`config.mk`:
```
export PLATFORM = sky130hd
export DESIGN_NAME = dac_ramp_segment_sequencer_flat
export DESIGN_NICKNAME = d
export VERILOG_FILES = /design/src/hw/rtl/drss_pkg.sv /design/src/hw/rtl/drss_seg_if.sv /design/src/hw/rtl/drss_dac_if.sv /design/src/hw/rtl/drss_divider.sv /design/src/hw/rtl/dac_ramp_segment_sequencer.sv /design/src/flat_wrapper.sv
export SDC_FILE = /design/constraint.sdc
export NUM_CORES = 1
export LEC_CHECK = 0
export ABC_AREA = 1
export BUFFER_PORTS_ARGS = -buffer_cell sky130_fd_sc_hd__buf_2
export CAP_MARGIN = 20
export CORE_UTILIZATION = 25
export CTS_CLUSTER_SIZE = 8
export DETAILED_ROUTE_END_ITERATION = 6
export PLACE_DENSITY = 0.39
export RECOVER_POWER = 25
export SKIP_CTS_REPAIR_TIMING = 1
export SYNTH_ARGS = -nofsm -noshare
export SYNTH_HDL_FRONTEND = slang
export SYNTH_SLANG_ARGS = --single-unit
```
`constraint.sdc`:
```
create_clock -name clk -period 2.78 [get_ports clk]
set_clock_uncertainty 0.2 [all_clocks]
set_input_delay 0.556 -clock clk [delete_from_list [all_inputs] [get_ports clk]]
set_output_delay 0.556 -clock clk [all_outputs]
set_load 0.02 [all_outputs]
```
`src/hw/rtl/drss_pkg.sv`:
```
`default_nettype none

package drss_pkg;

	localparam int unsigned CODE_BITS        = 12;
	localparam int unsigned DUR_BITS         = 6;
	localparam int unsigned HOLD_BITS        = 6;
	localparam int unsigned FRAME_BITS       = 24;
	localparam int unsigned FRAME_PAD        = 16 - CODE_BITS;
	localparam int unsigned MAX_DURATION_DEF = 62;

	localparam logic [7:0]              CMD_WRITE  = 8'h30;
	localparam logic [DUR_BITS-1:0]     HOLD_SLACK = DUR_BITS'(3);
	localparam logic [CODE_BITS-1:0]    CODE_MAX   = {CODE_BITS{1'b1}};

	typedef logic signed [CODE_BITS:0]   acc_t;
	typedef logic signed [CODE_BITS+1:0] sum_t;

	typedef enum logic [2:0] {
		ST_IDLE,
		ST_DIV,
		ST_START,
		ST_RAMP,
		ST_FLAT
	} seq_state_t;

	typedef struct packed {
		logic                 done;
		logic                 busy;
		logic [CODE_BITS-1:0] quotient;
	} div_rsp_t;

	function automatic logic [CODE_BITS-1:0] sat_code(input sum_t v);
		logic [CODE_BITS-1:0] r;
		if (v < 0) begin
			r = '0;
		end else if (v > sum_t'({1'b0, CODE_MAX})) begin
			r = CODE_MAX;
		end else begin
			r = v[CODE_BITS-1:0];
		end
		return r;
	endfunction

endpackage

`default_nettype wire

```
`src/hw/rtl/drss_seg_if.sv`:
```
`default_nettype none

interface drss_seg_if import drss_pkg::*; ();
	logic                 valid;
	logic                 ready;
	logic [CODE_BITS-1:0] start_code;
	logic [CODE_BITS-1:0] end_code;
	logic [DUR_BITS-1:0]  duration;
	logic [CODE_BITS-1:0] next_start_code;
	logic                 last_segment;

	modport source (
		output valid, start_code, end_code, duration, next_start_code, last_segment,
		input  ready
	);
	modport sink (
		input  valid, start_code, end_code, duration, next_start_code, last_segment,
		output ready
	);
endinterface

`default_nettype wire

```
`src/hw/rtl/drss_dac_if.sv`:
```
`default_nettype none

interface drss_dac_if import drss_pkg::*; ();
	logic                  valid;
	logic                  ready;
	logic [CODE_BITS-1:0]  dac_code;
	logic [FRAME_BITS-1:0] dac_frame;
	logic [HOLD_BITS-1:0]  hold_units;
	logic                  segment_end;
	logic                  profile_done;

	modport source (
		output valid, dac_code, dac_frame, hold_units, segment_end, profile_done,
		input  ready
	);
	modport sink (
		input  valid, dac_code, dac_frame, hold_units, segment_end, profile_done,
		output ready
	);
endinterface

`default_nettype wire

```
`src/hw/rtl/drss_divider.sv`:
```
`default_nettype none

module drss_divider import drss_pkg::*; #(
	parameter int unsigned DIV_W = 6
) (
	input  wire logic                 clk,
	input  wire logic                 arst_n,
	input  wire logic                 start,
	input  wire logic [CODE_BITS-1:0] dividend,
	input  wire logic [DIV_W-1:0]     divisor,
	output div_rsp_t                  rsp
);

	localparam int unsigned CW = $clog2(CODE_BITS + 1);

	logic                 busy_q;
	logic                 done_q;
	logic [CW-1:0]        cnt_q;
	logic [CODE_BITS-1:0] quo_q;
	logic [DIV_W-1:0]     rem_q;
	logic [DIV_W-1:0]     dvs_q;

	logic [DIV_W:0]   shifted;
	logic [DIV_W:0]   diff;
	logic             ge;
	logic [DIV_W-1:0] rem_n;

	always_comb begin
		shifted = {rem_q, quo_q[CODE_BITS-1]};
		diff    = shifted - {1'b0, dvs_q};
		ge      = shifted >= {1'b0, dvs_q};
		rem_n   = ge ? diff[DIV_W-1:0] : shifted[DIV_W-1:0];
	end

	always_ff @(posedge clk or negedge arst_n) begin
		if (!arst_n) begin
			busy_q <= 1'b0;
			done_q <= 1'b0;
			cnt_q  <= '0;
		end else begin
			done_q <= 1'b0;
			if (start) begin
				busy_q <= 1'b1;
				cnt_q  <= CW'(CODE_BITS);
			end else if (busy_q) begin
				cnt_q <= cnt_q - CW'(1);
				if (cnt_q == CW'(1)) begin
					busy_q <= 1'b0;
					done_q <= 1'b1;
				end
			end
		end
	end

	always_ff @(posedge clk) begin
		if (start) begin
			quo_q <= dividend;
			rem_q <= '0;
			dvs_q <= divisor;
		end else if (busy_q) begin
			quo_q <= {quo_q[CODE_BITS-2:0], ge};
			rem_q <= rem_n;
		end
	end

	assign rsp.done     = done_q;
	assign rsp.busy     = busy_q;
	assign rsp.quotient = quo_q;

endmodule

`default_nettype wire

```
`src/hw/rtl/dac_ramp_segment_sequencer.sv`:
```
// Channel  Modport  Item
// seg      sink     one profile segment: start, end, duration, next start, last flag
// dac      source   one DAC write: code, 24-bit frame, hold, segment end, profile done
//
// Flat segment: one result, which carries the hold; the next seg waits until it is emitted.
// Ramp segment: a restoring divider yields the step, then one result per cycle while dac
// is free for the start code and duration+1 ramp codes, duration capped at MAX_DURATION.
// Reset clears the sequencer, the divider control and the output valid.
// A stalled dac channel holds the sequencer; seg is taken only when idle.
`default_nettype none

module dac_ramp_segment_sequencer import drss_pkg::*; #(
	parameter int unsigned MAX_DURATION = MAX_DURATION_DEF
) (
	input  wire logic   clk,
	input  wire logic   arst_n,
	drss_seg_if.sink    seg,
	drss_dac_if.source  dac
);

	localparam int unsigned          CNT_W   = $clog2(MAX_DURATION + 2);
	localparam logic [DUR_BITS-1:0]  DUR_CAP = DUR_BITS'(MAX_DURATION);

	seq_state_t state_q, state_d;

	acc_t                 run_q;
	acc_t                 step_q;
	logic [CNT_W-1:0]     cnt_q;
	logic [CNT_W-1:0]     steps_q;
	logic [HOLD_BITS-1:0] hold_q;
	logic                 neg_q;
	logic                 last_q;

	logic                  out_valid_q;
	logic [CODE_BITS-1:0]  code_q;
	logic [HOLD_BITS-1:0]  hold_out_q;
	logic                  seg_end_q;
	logic                  done_q;

	logic                 accept;
	logic                 out_free;
	logic                 emit;
	logic                 is_ramp;
	logic                 is_neg;
	logic [DUR_BITS-1:0]  dur_cl;
	logic [HOLD_BITS-1:0] hold_d;
	logic [CODE_BITS-1:0] mag;
	logic [CNT_W-1:0]     steps_d;
	sum_t                 sum;
	acc_t                 step_d;
	logic [CODE_BITS-1:0] emit_code;
	logic [HOLD_BITS-1:0] emit_hold;
	logic                 emit_end;
	logic                 last_step;
	div_rsp_t             div_rsp;

	always_comb begin
		dur_cl  = (seg.duration > DUR_CAP) ? DUR_CAP : seg.duration;
		is_ramp = seg.start_code != seg.end_code;
		is_neg  = seg.end_code < seg.start_code;
		mag     = is_neg ? (seg.start_code - seg.end_code) : (seg.end_code - seg.start_code);
		steps_d = CNT_W'(dur_cl) + CNT_W'(1);
		hold_d  = ((dur_cl > HOLD_SLACK) ? HOLD_BITS'(dur_cl - HOLD_SLACK) : '0)
			+ HOLD_BITS'(seg.next_start_code != seg.start_code);
		step_d  = neg_q ? -acc_t'({1'b0, div_rsp.quotient})
			: acc_t'({1'b0, div_rsp.quotient});
		sum     = sum_t'(run_q) + sum_t'(step_q);
	end

	drss_divider #(
		.DIV_W (CNT_W)
	) u_div (
		.clk      (clk),
		.arst_n   (arst_n),
		.start    (accept && is_ramp),
		.dividend (mag),
		.divisor  (steps_d),
		.rsp      (div_rsp)
	);

	always_comb begin
		state_d = state_q;
		unique case (state_q)
			ST_IDLE: begin
				if (accept) begin
					state_d = is_ramp ? ST_DIV : ST_FLAT;
				end
			end
			ST_DIV: begin
				if (div_rsp.done) begin
					state_d = ST_START;
				end
			end
			ST_START: begin
				if (out_free) begin
					state_d = ST_RAMP;
				end
			end
			ST_RAMP: begin
				if (out_free && last_step) begin
					state_d = ST_IDLE;
				end
			end
			ST_FLAT: begin
				if (out_free) begin
					state_d = ST_IDLE;
				end
			end
			default: state_d = ST_IDLE;
		endcase
	end

	always_comb begin
		seg.ready = state_q == ST_IDLE;
		accept    = seg.valid && seg.ready;
		out_free  = !out_valid_q || dac.ready;
		last_step = cnt_q == CNT_W'(1);
		emit      = 1'b0;
		emit_code = sat_code(sum_t'(run_q));
		emit_hold = '0;
		emit_end  = 1'b0;
		unique case (state_q)
			ST_START: begin
				emit = out_free;
			end
			ST_RAMP: begin
				emit      = out_free;
				emit_code = sat_code(sum);
				emit_end  = last_step;
			end
			ST_FLAT: begin
				emit      = out_free;
				emit_hold = hold_q;
				emit_end  = 1'b1;
			end
			default: begin
				emit = 1'b0;
			end
		endcase
	end

	always_ff @(posedge clk or negedge arst_n) begin
		if (!arst_n) begin
			state_q     <= ST_IDLE;
			out_valid_q <= 1'b0;
			cnt_q       <= '0;
		end else begin
			state_q <= state_d;
			if (emit) begin
				out_valid_q <= 1'b1;
			end else if (dac.ready) begin
				out_valid_q <= 1'b0;
			end
			if (state_q == ST_START && out_free) begin
				cnt_q <= steps_q;
			end else if (state_q == ST_RAMP && out_free) begin
				cnt_q <= cnt_q - CNT_W'(1);
			end
		end
	end

	always_ff @(posedge clk) begin
		if (accept) begin
			run_q   <= acc_t'({1'b0, seg.start_code});
			steps_q <= steps_d;
			hold_q  <= hold_d;
			neg_q   <= is_neg;
			last_q  <= seg.last_segment;
		end else if (state_q == ST_RAMP && out_free) begin
			run_q <= sum[CODE_BITS:0];
		end
		if (div_rsp.done) begin
			step_q <= step_d;
		end
		if (emit) begin
			code_q     <= emit_code;
			hold_out_q <= emit_hold;
			seg_end_q  <= emit_end;
			done_q     <= emit_end && last_q;
		end
	end

	assign dac.valid        = out_valid_q;
	assign dac.dac_code     = code_q;
	assign dac.dac_frame    = {CMD_WRITE, code_q, {FRAME_PAD{1'b0}}};
	assign dac.hold_units   = hold_out_q;
	assign dac.segment_end  = seg_end_q;
	assign dac.profile_done = done_q;

`ifndef SYNTHESIS
	a_div_done_in_div: assert property (@(posedge clk) disable iff (!arst_n)
		div_rsp.done |-> state_q == ST_DIV)
		else $error("divider finished outside division state");

	a_ramp_count_live: assert property (@(posedge clk) disable iff (!arst_n)
		state_q == ST_RAMP |-> cnt_q != '0)
		else $error("ramp state with no steps left");

	a_accept_leaves_idle: assert property (@(posedge clk) disable iff (!arst_n)
		accept |=> state_q != ST_IDLE && (state_q == ST_FLAT || div_rsp.busy))
		else $error("accepted item did not start work");

	a_hold_only_flat: assert property (@(posedge clk) disable iff (!arst_n)
		emit && state_q != ST_FLAT |-> emit_hold == '0)
		else $error("hold on a ramp result");
`endif

endmodule

`default_nettype wire

```
`src/flat_wrapper.sv`:
```
// flat-port wrapper written by rule: the top's interface ports become plain ports
module dac_ramp_segment_sequencer_flat import drss_pkg::*;
#(
	parameter int unsigned MAX_DURATION = MAX_DURATION_DEF
)
  (clk, arst_n, seg_valid, seg_start_code, seg_end_code, seg_duration, seg_next_start_code, seg_last_segment, seg_ready, dac_valid, dac_dac_code, dac_dac_frame, dac_hold_units, dac_segment_end, dac_profile_done, dac_ready);
  drss_seg_if seg_i ();
  drss_dac_if dac_i ();
  input  wire logic clk;
  input  wire logic arst_n;
  input wire logic [$bits(seg_i.valid)-1:0] seg_valid;
  input wire logic [$bits(seg_i.start_code)-1:0] seg_start_code;
  input wire logic [$bits(seg_i.end_code)-1:0] seg_end_code;
  input wire logic [$bits(seg_i.duration)-1:0] seg_duration;
  input wire logic [$bits(seg_i.next_start_code)-1:0] seg_next_start_code;
  input wire logic [$bits(seg_i.last_segment)-1:0] seg_last_segment;
  output wire logic [$bits(seg_i.ready)-1:0] seg_ready;
  output wire logic [$bits(dac_i.valid)-1:0] dac_valid;
  output wire logic [$bits(dac_i.dac_code)-1:0] dac_dac_code;
  output wire logic [$bits(dac_i.dac_frame)-1:0] dac_dac_frame;
  output wire logic [$bits(dac_i.hold_units)-1:0] dac_hold_units;
  output wire logic [$bits(dac_i.segment_end)-1:0] dac_segment_end;
  output wire logic [$bits(dac_i.profile_done)-1:0] dac_profile_done;
  input wire logic [$bits(dac_i.ready)-1:0] dac_ready;
  assign seg_i.valid = seg_valid;
  assign seg_i.start_code = seg_start_code;
  assign seg_i.end_code = seg_end_code;
  assign seg_i.duration = seg_duration;
  assign seg_i.next_start_code = seg_next_start_code;
  assign seg_i.last_segment = seg_last_segment;
  assign seg_ready = seg_i.ready;
  assign dac_valid = dac_i.valid;
  assign dac_dac_code = dac_i.dac_code;
  assign dac_dac_frame = dac_i.dac_frame;
  assign dac_hold_units = dac_i.hold_units;
  assign dac_segment_end = dac_i.segment_end;
  assign dac_profile_done = dac_i.profile_done;
  assign dac_i.ready = dac_ready;
  dac_ramp_segment_sequencer #(.MAX_DURATION(MAX_DURATION)) u_core (.clk(clk), .arst_n(arst_n), .seg(seg_i), .dac(dac_i));
endmodule
```
==> metrics, run 1 <==
Sw Ratio around 45%; Final Cycle Share between 90% and 100%; Top delay family on crit path simple AND/OR/NAND/NOR gates; Synth Cell Area ~0.0075 mm²; Critical Path Source Type flip-flop; fill count 3220; synth warn 0; WP depth 11; minimum clock period roughly 2.5 ns; Critical path origin u_core.step_q[7]$_DFFE_PP_; Reg power frac 33.4%; clock sink total 100; final-report setup violation count 0; sequential cell area fraction in the yosys report between 30% and 40%; combinational fraction of design power between 50% and 60%; Detailed Place HPWL between 15 and 20 mm; worst setup path end u_core.dac.dac_code[10]$_DFFE_PP_; Final #Nets roughly 1.2k; Die X-Extent 175 µm; Synth Register Bits 100; worst r2r src u_core.step_q[7]$_DFFE_PP_; Routed WL between 15 and 20 mm; worst slack at placement between 0.07 and 0.08 ns; final worst slack 0.259 ns; DRT Pass-1 Iters 4; first-pass GRT wire length between 30 and 40 mm; worst min-delay path class in2reg; most frequent cells in the layout 318 x nand2_1, 153 x inv_1, 77 x edfxtp_1; Post-synth EDFFs 77; WP buf/inv 0; fin. max-slew vios 0; vias in the first global route 6080; CP max FO 12; CTS tree yes; worst skew pair latency 0.36 ns; Fin Hold WS about 0.17 ns; Initial Util 25.7%; Cells after Synth 986; r2r worst-path depth 11; Top cell by count, worst path nand2_1; NetSw between 3000 and 4000 µW; clk buf depth 2; Worst-Margin Slew approximately 0.96 ns; slowest cell on the critical path edfxtp_1; top_reg_cell synth edfxtp_1; # diodes 0; CTS buffer count 9; WL per Instance 13.7 µm; Pwr per Cell Area between 900 and 1000 mW/mm²; Netlist cell types 44; status finished clean; port buffer count 80; Post-Layout Inst Area ~0.0086 mm²; CP Cell Sequence ha_1, a21oi_1, nand2_1, nand2_1, nand2_1, nor2_1, nand2_1, nand2_2, nand2_1, nand2_1, nand2_1; Starting DRT DRC Count slightly below 300; clock network power share between 15 and 20%; Total Power Consumption 8460 µW; placed instance area 0.00826 mm²; antenna viol nets, final 0; P_leak 0.00426 µW; Layout area overhead 15.0%; Worst setup EP type flip-flop; # DRC 0; DIE AREA between 0.03 and 0.04 mm²; Hold Crit Depth 1; clock slew at reported path FFs around 0.090 ns; commonest non-fill, non-tap cell in the layout nand2_1; internal power 4630 µW; core area slightly below 0.03 mm²; slew margin rel. ~36%; setup tns final 0 ns; layout cells sized above 1 roughly an eighth; Max Fclk 0.397 GHz; Reg2Reg Capture Point u_core.dac.dac_code[10]$_DFFE_PP_; async set-reset flop share out of synthesis 16.0%; Avg Cell Area, Syn between 7 and 8 µm²; largest net degree at the start of global routing 26; GPL Wtd Cong approximately 0.81; CP arrival 2.44 ns; critical path start-end classification reg2reg; Hold Violations, Final 0; Root Driver clkbuf_16; RSZ-0062 raised after global routing false; die height 175 µm; htree depth 3; Critical Path Max Stage Delay 0.44 ns; max_cap viols 0; maximum vdd drop 0.349 mV; initial antenna violation count 0; total global-route track usage 13.8%; Ports 93; via count around 6.2k; GRT overflow 0; required time of the critical path 2.70 ns; r2r setup slk approximately 0.26 ns; drt via density roughly 4.2; row cnt 62
[kinds of logic (layout without fill, tap and decap cells)]
group	Yosys count	in the layout	share of synthesized area (%)
flops	100	100	38.3
buf+inv	197	277	11.7
other cells	2	12	0.101
xor+xnor	45	45	5.29
fa+ha+maj	54	54	9.47
compound gates	100	100	7.67
simple gates	488	488	27.5
[how the worst min path moves through the flow]
| stage | from | to | slack, ns |
|---|---|---|---|
| CTS | arst_n | u_core.cnt_q[5]$_DFFE_PN0P_ | -0.09 |
| floorplan | arst_n | u_core.cnt_q[0]$_DFFE_PN0P_ | 0.06 |
| finish | seg_last_segment | u_core.last_q$_DFFE_PP_ | 0.17 |
| detailed placement | u_core.u_div.rem_q[4]$_SDFFE_PP0P_ | u_core.u_div.rem_q[4]$_SDFFE_PP0P_ | 0.27 |
| global placement | u_core.u_div.rem_q[1]$_SDFFE_PP0P_ | u_core.u_div.rem_q[1]$_SDFFE_PP0P_ | 0.27 |
| global route | seg_last_segment | u_core.last_q$_DFFE_PP_ | 0.17 |
[final cells by class]
| class | instances | area [µm²] | share of cell area (%) |
|---|---|---|---|
| flip-flops and latches | 100 | 2850 | 33.3 |
| well taps | 384 | 480 | 5.61 |
| clock inverters | 7 | 92.6 | 1.08 |
| multi-input cells | 699 | 3760 | 43.9 |
| clock buffers | 9 | 225 | 2.63 |
| inverters | 160 | 601 | 7.01 |
| repair buffers | 101 | 554 | 6.47 |
[through the flow]
stage	util, %	instances
2_1_floorplan	-	996
3_3_place_gp	28.5	1443
6_report	29.5	1460
3_5_place_dp	28.5	1443
4_1_cts	29.6	1459
5_1_grt	29.5	1460
[sequential cells by signal (all words and copies together), names as in the netlist, 4 cells and up]
register / cells
u_core.run_q: 13
u_core.step_q: 13
u_core.dac.dac_code: 12
u_core.u_div.quo_q: 12
u_core.cnt_q: 6
u_core.dac.hold_units: 6
u_core.hold_q: 6
u_core.steps_q: 6
u_core.u_div.dvs_q: 6
u_core.u_div.rem_q: 6
u_core.u_div.cnt_q: 4
[cells in the mapped netlist, types with 4 or more instances]
cell      instances  area (µm²)
nor4_1            4        25.0
nand2_1         317        1190
nor2_1           71         267
xor2_1           34         298
a21oi_1          27         135
inv_2             6        22.5
nor3_1           13        65.1
dfxtp_1           7         140
nand3_1          42         210
nand4_1          11        68.8
edfxtp_1         77        2310
nand2_2          10        62.6
xnor2_1          11        96.3
buf_4            25         188
o21ai_1           6        30.0
or2_2             5        31.3
a31oi_1           4        25.0
o21bai_1          4        30.0
fa_1              4        80.1
buf_2             4        20.0
dfrtp_1          16         400
inv_1           153         574
o21ai_0          40         200
buf_6             4        45.0
o211ai_1          7        52.6
ha_1             50         626
[layer usage]
metal | vias to the layer above | GRT usage (%) | part of all wire, %
li1 | 3275 | - | -
met1 | 2812 | 19.5 | 51
met2 | 63 | 22.2 | 45
met3 | 15 | 1.37 | 1.8
met4 | 0 | 4.20 | 1.4
met5 | - | 0 | 0
[power groups by stage]
stage                     registers, µW  clock network [µW]  logic, µW
after floorplan                    2900                   0       3100
after global placement             2870                   0       4340
after detailed placement           2860                   0       4320
after CTS                          2830                1420       4330
after global routing               2910                1470       4890
final                              2820                1380       4250
(Power assumes the default switching activity.)
==> inputs of run 2 (changes only) <==
SETUP_SLACK_MARGIN = 0.5   (was not set)
==> metrics, run 2 (synthesis gave the netlist of run 1 again) <==
status finished clean; vias in the first global route 6122 (+0.69%); layout cells sized above 1 20.8% (+8.1 points); Starting DRT DRC Count 291 (+0.69%); NetSw 4050 µW (+5.8%); required time of the critical path 2.70 ns (about the same); via count 6267 (+1.7%); Max Fclk 0.416 GHz (+4.8%); Final #Nets 1182 (+0.85%); Layout area overhead 22.5%; Root Driver clkbuf_16; CP arrival 2.33 ns (-0.11 ns); maximum vdd drop 0.344 mV (-1.4%); Pwr per Cell Area 974 mW/mm² (-1.4%); GRT overflow 0 (unchanged); largest net degree at the start of global routing 26 (unchanged); # diodes 0 (unchanged); initial antenna violation count 1 (+1); clk buf depth 2 (unchanged); GPL Wtd Cong 0.817 (+0.77%); worst slack at placement 0.0820 ns (+0.00541 ns); Post-Place Cells 1442 (-0.069%); M2 GR Usage 22.3% (about the same); final worst slack 0.374 ns (+0.115 ns); Final Cycle Share 86.6% (-4.1 points); total global-route track usage 13.7% (-0.16 points); final-report setup violation count 0 (unchanged); die height 175 µm (unchanged); DIE AREA 0.0305 mm² (unchanged); clock slew at reported path FFs 0.09 ns (about the same); WL per Instance 14.0 µm (+2.6%); clock sink total 100 (unchanged); fin. max-slew vios 0 (unchanged); Reg power frac 32.2% (-1.2 points); # DRC 0 (unchanged); met1 Use GR 18.9% (-0.57 points); CTS tree yes; Worst setup EP type flip-flop; CTS buffer count 9 (unchanged); Critical Path Source Type primary input; htree depth 3 (unchanged); met3 Usage GRT 1.35% (-0.022 points); Detailed Place HPWL 16.2 mm (+0.92%); worst skew pair latency 0.36 ns (about the same); clock network power share 14.9% (-1.4 points); max_cap viols 0 (unchanged); Hold Violations, Final 0 (unchanged); Initial Util 25.7% (unchanged); worst min-delay path class in2reg; Fin Hold WS 0.173 ns (+0.0000870 ns); setup tns final 0 ns (unchanged); Layout Cells excl Fill 1470 (+0.68%); Routed WL 20.6 mm (+3.3%); port buffer count 80 (unchanged); Storage cell area 0.00285 mm² (unchanged); RSZ-0062 raised after global routing true; fill count 3176 (-1.4%); Die X-Extent 175 µm (unchanged); Worst-Margin Slew 1.01 ns (+0.0529 ns); P_leak 0.00434 µW (+1.9%); CP max FO 4 (-8); slew margin rel. 32.5% (-3.5 points); row cnt 62 (unchanged); internal power 4830 µW (+4.5%); Sw Ratio 45.6% (+0.30 points); drt via density 4.26 (+0.96%); antenna viol nets, final 0 (unchanged); DRT Pass-1 Iters 4 (unchanged); busiest layer in global routing met2; first-pass GRT wire length 32.4 mm (-1.5%); commonest non-fill, non-tap cell in the layout nand2_1; critical path start-end classification in2reg; most frequent cells in the layout 299 x nand2_1, 146 x inv_1, 77 x edfxtp_1; Ports 93 (unchanged); largest registers u_core.run_q: 13 flops, u_core.step_q: 13 flops; core area 0.0290 mm² (unchanged); area occupied by multi-input gates 0.00424 mm² (+13%); minimum clock period 2.41 ns (-0.115 ns); combinational fraction of design power 52.9% (+2.6 points); Total Power Consumption 8890 µW (+5.1%)
[run 2: cell types whose count changed in the layout (fill, tap and decap cells not counted), sizes merged]
| cell | before | now |
|---|---|---|
| nand2 | 329 | 330 |
| clkinv | 2 | 4 |
| nand3 | 44 | 45 |
| buf | 87 | 99 |
| clkbuf | 22 | 18 |
| bufinv | 1 | 0 |
| clkinvlp | 2 | 1 |
[run 2: final timing paths]
path | cells past startpoint | slack, ns | startpoint | to
setup / recovery | 14 | 0.37 | seg_duration[1] | u_core.hold_q[4]$_DFFE_PP_
hold / removal | 1 | 0.17 | seg_last_segment | u_core.last_q$_DFFE_PP_
setup reg to reg | 11 | 0.47 | u_core.run_q[0]$_DFFE_PP_ | u_core.dac.dac_code[1]$_DFFE_PP_
hold reg to reg | 2 | 0.28 | u_core.u_div.rem_q[4]$_SDFFE_PP0P_ | u_core.u_div.rem_q[4]$_SDFFE_PP0P_
max in group asynchronous | 2 | 1.07 | arst_n | u_core.u_div.cnt_q[1]$_DFFE_PN0P_
min in group asynchronous | 2 | 0.69 | arst_n | u_core.cnt_q[1]$_DFFE_PN0P_
[run 2: final cells by class]
cell class              instances  area share [%]
multi-input cells             701            46.5
clock inverters                 7           0.946
repair buffers                109            6.96
clock buffers                   9            2.47
flip-flops and latches        100            31.2
well taps                     384            5.26
inverters                     160            6.65
[run 2: layer usage]
metal / share of wire (%) / vias to the layer above
li1: - / 3291
met1: 49 / 2863
met2: 46 / 89
met3: 2.7 / 22
met4: 1.7 / 2
met5: 0.044 / -
[run 2: power groups by stage]
stage | registers, µW | logic, µW | clock network, µW
after global placement | 2870 | 4340 | 0
after global routing | 2940 | 5340 | 1420
after floorplan | 2900 | 3100 | 0
after CTS | 2830 | 4340 | 1370
final | 2860 | 4700 | 1320
after detailed placement | 2860 | 4330 | 0
[run 2: stage by stage]
step                util, %  area, µm²
global placement       28.6       8300
global route           31.5       9130
finish                 31.5       9130
CTS                    29.7       8620
detailed placement     28.6       8300
floorplan                 -       7540
[run 2: critical path, stage by stage]
cell and delay (ns):
clkbuf_1 0.17, inv_1 0.11, nor3_1 0.27, nand2_1 0.09
nand2_1 0.08, inv_1 0.07, ha_4 0.29, inv_2 0.04
nor2_2 0.07, ha_2 0.17, inv_1 0.04, nor2_2 0.11
nand3_1 0.09, xor2_1 0.17
==> inputs of run 3 (changes only) <==
CTS_BUF_LIST = sky130_fd_sc_hd__clkbuf_4 sky130_fd_sc_hd__clkbuf_8   (was not set)
==> metrics, run 3 (synthesis gave the netlist of run 1 again) <==
worst skew pair latency 0.39 ns (+0.03 ns); initial antenna violation count 0 (-1); final-report setup violation count 0 (unchanged); largest registers u_core.run_q: 13 flops, u_core.step_q: 13 flops; Ports 93 (unchanged); WL per Instance 14.0 µm (-0.41%); Layout area overhead 19.5%; Initial Util 25.7% (unchanged); critical path start-end classification in2reg; CP arrival 2.38 ns (+0.05 ns); antenna viol nets, final 0 (unchanged); RSZ-0062 raised after global routing true; total global-route track usage 13.6% (-0.019 points); port buffer count 80 (unchanged); CTS tree yes; P_leak 0.00428 µW (-1.4%); max_cap viols 0 (unchanged); Root Driver clkbuf_8; clk buf depth 2 (unchanged); htree depth 3 (unchanged); # DRC 0 (unchanged); Worst setup EP type flip-flop; Hold Violations, Final 0 (unchanged); Critical Path Source Type primary input; Starting DRT DRC Count 347 (+19%); worst min-delay path class in2reg; die height 175 µm (unchanged); largest net degree at the start of global routing 26 (unchanged); layout cells sized above 1 20.1% (-0.75 points); clock slew at reported path FFs 0.13 ns (+0.04 ns); GPL Wtd Cong 0.817 (unchanged); commonest non-fill, non-tap cell in the layout nand2_1; clock sink total 100 (unchanged); required time of the critical path 2.76 ns (+0.06 ns); CTS buffer count 9 (unchanged); DIE AREA 0.0305 mm² (unchanged); drt via density 4.24 (-0.45%); row cnt 62 (unchanged); status finished clean; GRT overflow 0 (unchanged); Max Fclk 0.416 GHz (about the same); first-pass GRT wire length 32.4 mm (about the same); # diodes 0 (unchanged); Pwr per Cell Area 960 mW/mm² (-1.4%); slew margin rel. 33.0% (+0.52 points); Detailed Place HPWL 16.2 mm (unchanged); most frequent cells in the layout 299 x nand2_1, 148 x inv_1, 77 x buf_2, 77 x edfxtp_1, 64 x nor2_1; vias in the first global route 6154 (+0.52%); via count 6222 (-0.72%); worst slack at placement 0.0820 ns (unchanged); fin. max-slew vios 0 (unchanged); maximum vdd drop 0.283 mV (-18%); DRT Pass-1 Iters 4 (unchanged); minimum clock period 2.41 ns (-0.000635 ns); core area 0.0290 mm² (unchanged); final worst slack 0.374 ns (+0.000635 ns); post-layout util 30.7% (-0.77 points); Routed WL 20.5 mm (-0.68%); Final Cycle Share 86.5% (about the same); setup tns final 0 ns (unchanged); Final #Nets 1178 (-0.34%); Storage cell area 0.00285 mm² (about the same); CP max FO 4 (unchanged); Die X-Extent 175 µm (unchanged); area occupied by multi-input gates 0.00415 mm² (-2.2%); fill count 3200 (+0.76%); Worst-Margin Slew 1.00 ns (-0.00773 ns)
[run 3: changes by cell type in the layout (fill, tap and decap cells not counted), sizes merged]
cell and change:
clkbuf -5, buf +2, nand3 -1
[run 3: final cells by class]
| cell class | count | area share, % |
|---|---|---|
| Timing Repair Buffer | 106 | 6.85 |
| Sequential cell | 100 | 32.0 |
| Clock inverter | 7 | 0.969 |
| Tap cell | 384 | 5.39 |
| Multi-Input combinational cell | 700 | 46.6 |
| Clock buffer | 9 | 1.39 |
| Inverter | 160 | 6.78 |
[run 3: critical path, stage by stage]
cell      delay (ns)
clkbuf_1        0.25
nand2_8         0.07
nor3_1          0.28
nand2_1         0.09
nand2_1         0.08
inv_1           0.08
ha_4            0.29
inv_2           0.03
nor2_1          0.08
ha_2            0.18
inv_1           0.05
nor2_2          0.09
nand3_1         0.09
xor2_1          0.17
[run 3: final timing paths]
check                                              startpoint                            endpoint  slack, ns  depth (start not counted)
min in group asynchronous                              arst_n         u_core.cnt_q[1]$_DFFE_PN0P_       0.63                          2
max in group asynchronous                              arst_n       u_core.state_q[0]$_DFFE_PN0P_       1.06                          2
min reg2reg                u_core.u_div.rem_q[4]$_SDFFE_PP0P_  u_core.u_div.rem_q[4]$_SDFFE_PP0P_       0.29                          2
min                                          seg_last_segment             u_core.last_q$_DFFE_PP_       0.13                          1
max                                           seg_duration[3]          u_core.hold_q[4]$_DFFE_PP_       0.37                         14
max reg2reg                         u_core.run_q[0]$_DFFE_PP_    u_core.dac.dac_code[1]$_DFFE_PP_       0.46                         11
[run 3: power by group]
| part | switching, µW | internal (µW) | total (µW) |
|---|---|---|---|
| Clock | 638 | 365 | 1000 |
| Combinational | 2950 | 1730 | 4680 |
| Sequential | 422 | 2440 | 2860 |
| Total | 4010 | 4540 | 8550 |
[run 3: metrics by stage]
| step | hold slack, ns | cells | instance area [µm²] | total power [µW] |
|---|---|---|---|---|
| after floorplan | 0.0604 | 996 | 7540 | 6010 |
| after detailed placement | 0.272 | 1442 | 8300 | 7190 |
| final | 0.130 | 1466 | 8910 | 8550 |
| after global placement | 0.274 | 1442 | 8300 | 7210 |
| after CTS | -0.146 | 1458 | 8510 | 8220 |
| after global routing | 0.107 | 1466 | 8910 | 9360 |
[run 3: metal layers]
layer	routed length (µm)	part of all wire (%)	GRT usage [%]
met1	10400	51	18.9
met4	269	1.3	3.73
met5	0	0	0
met2	9460	46	22.3
met3	401	2.0	1.74
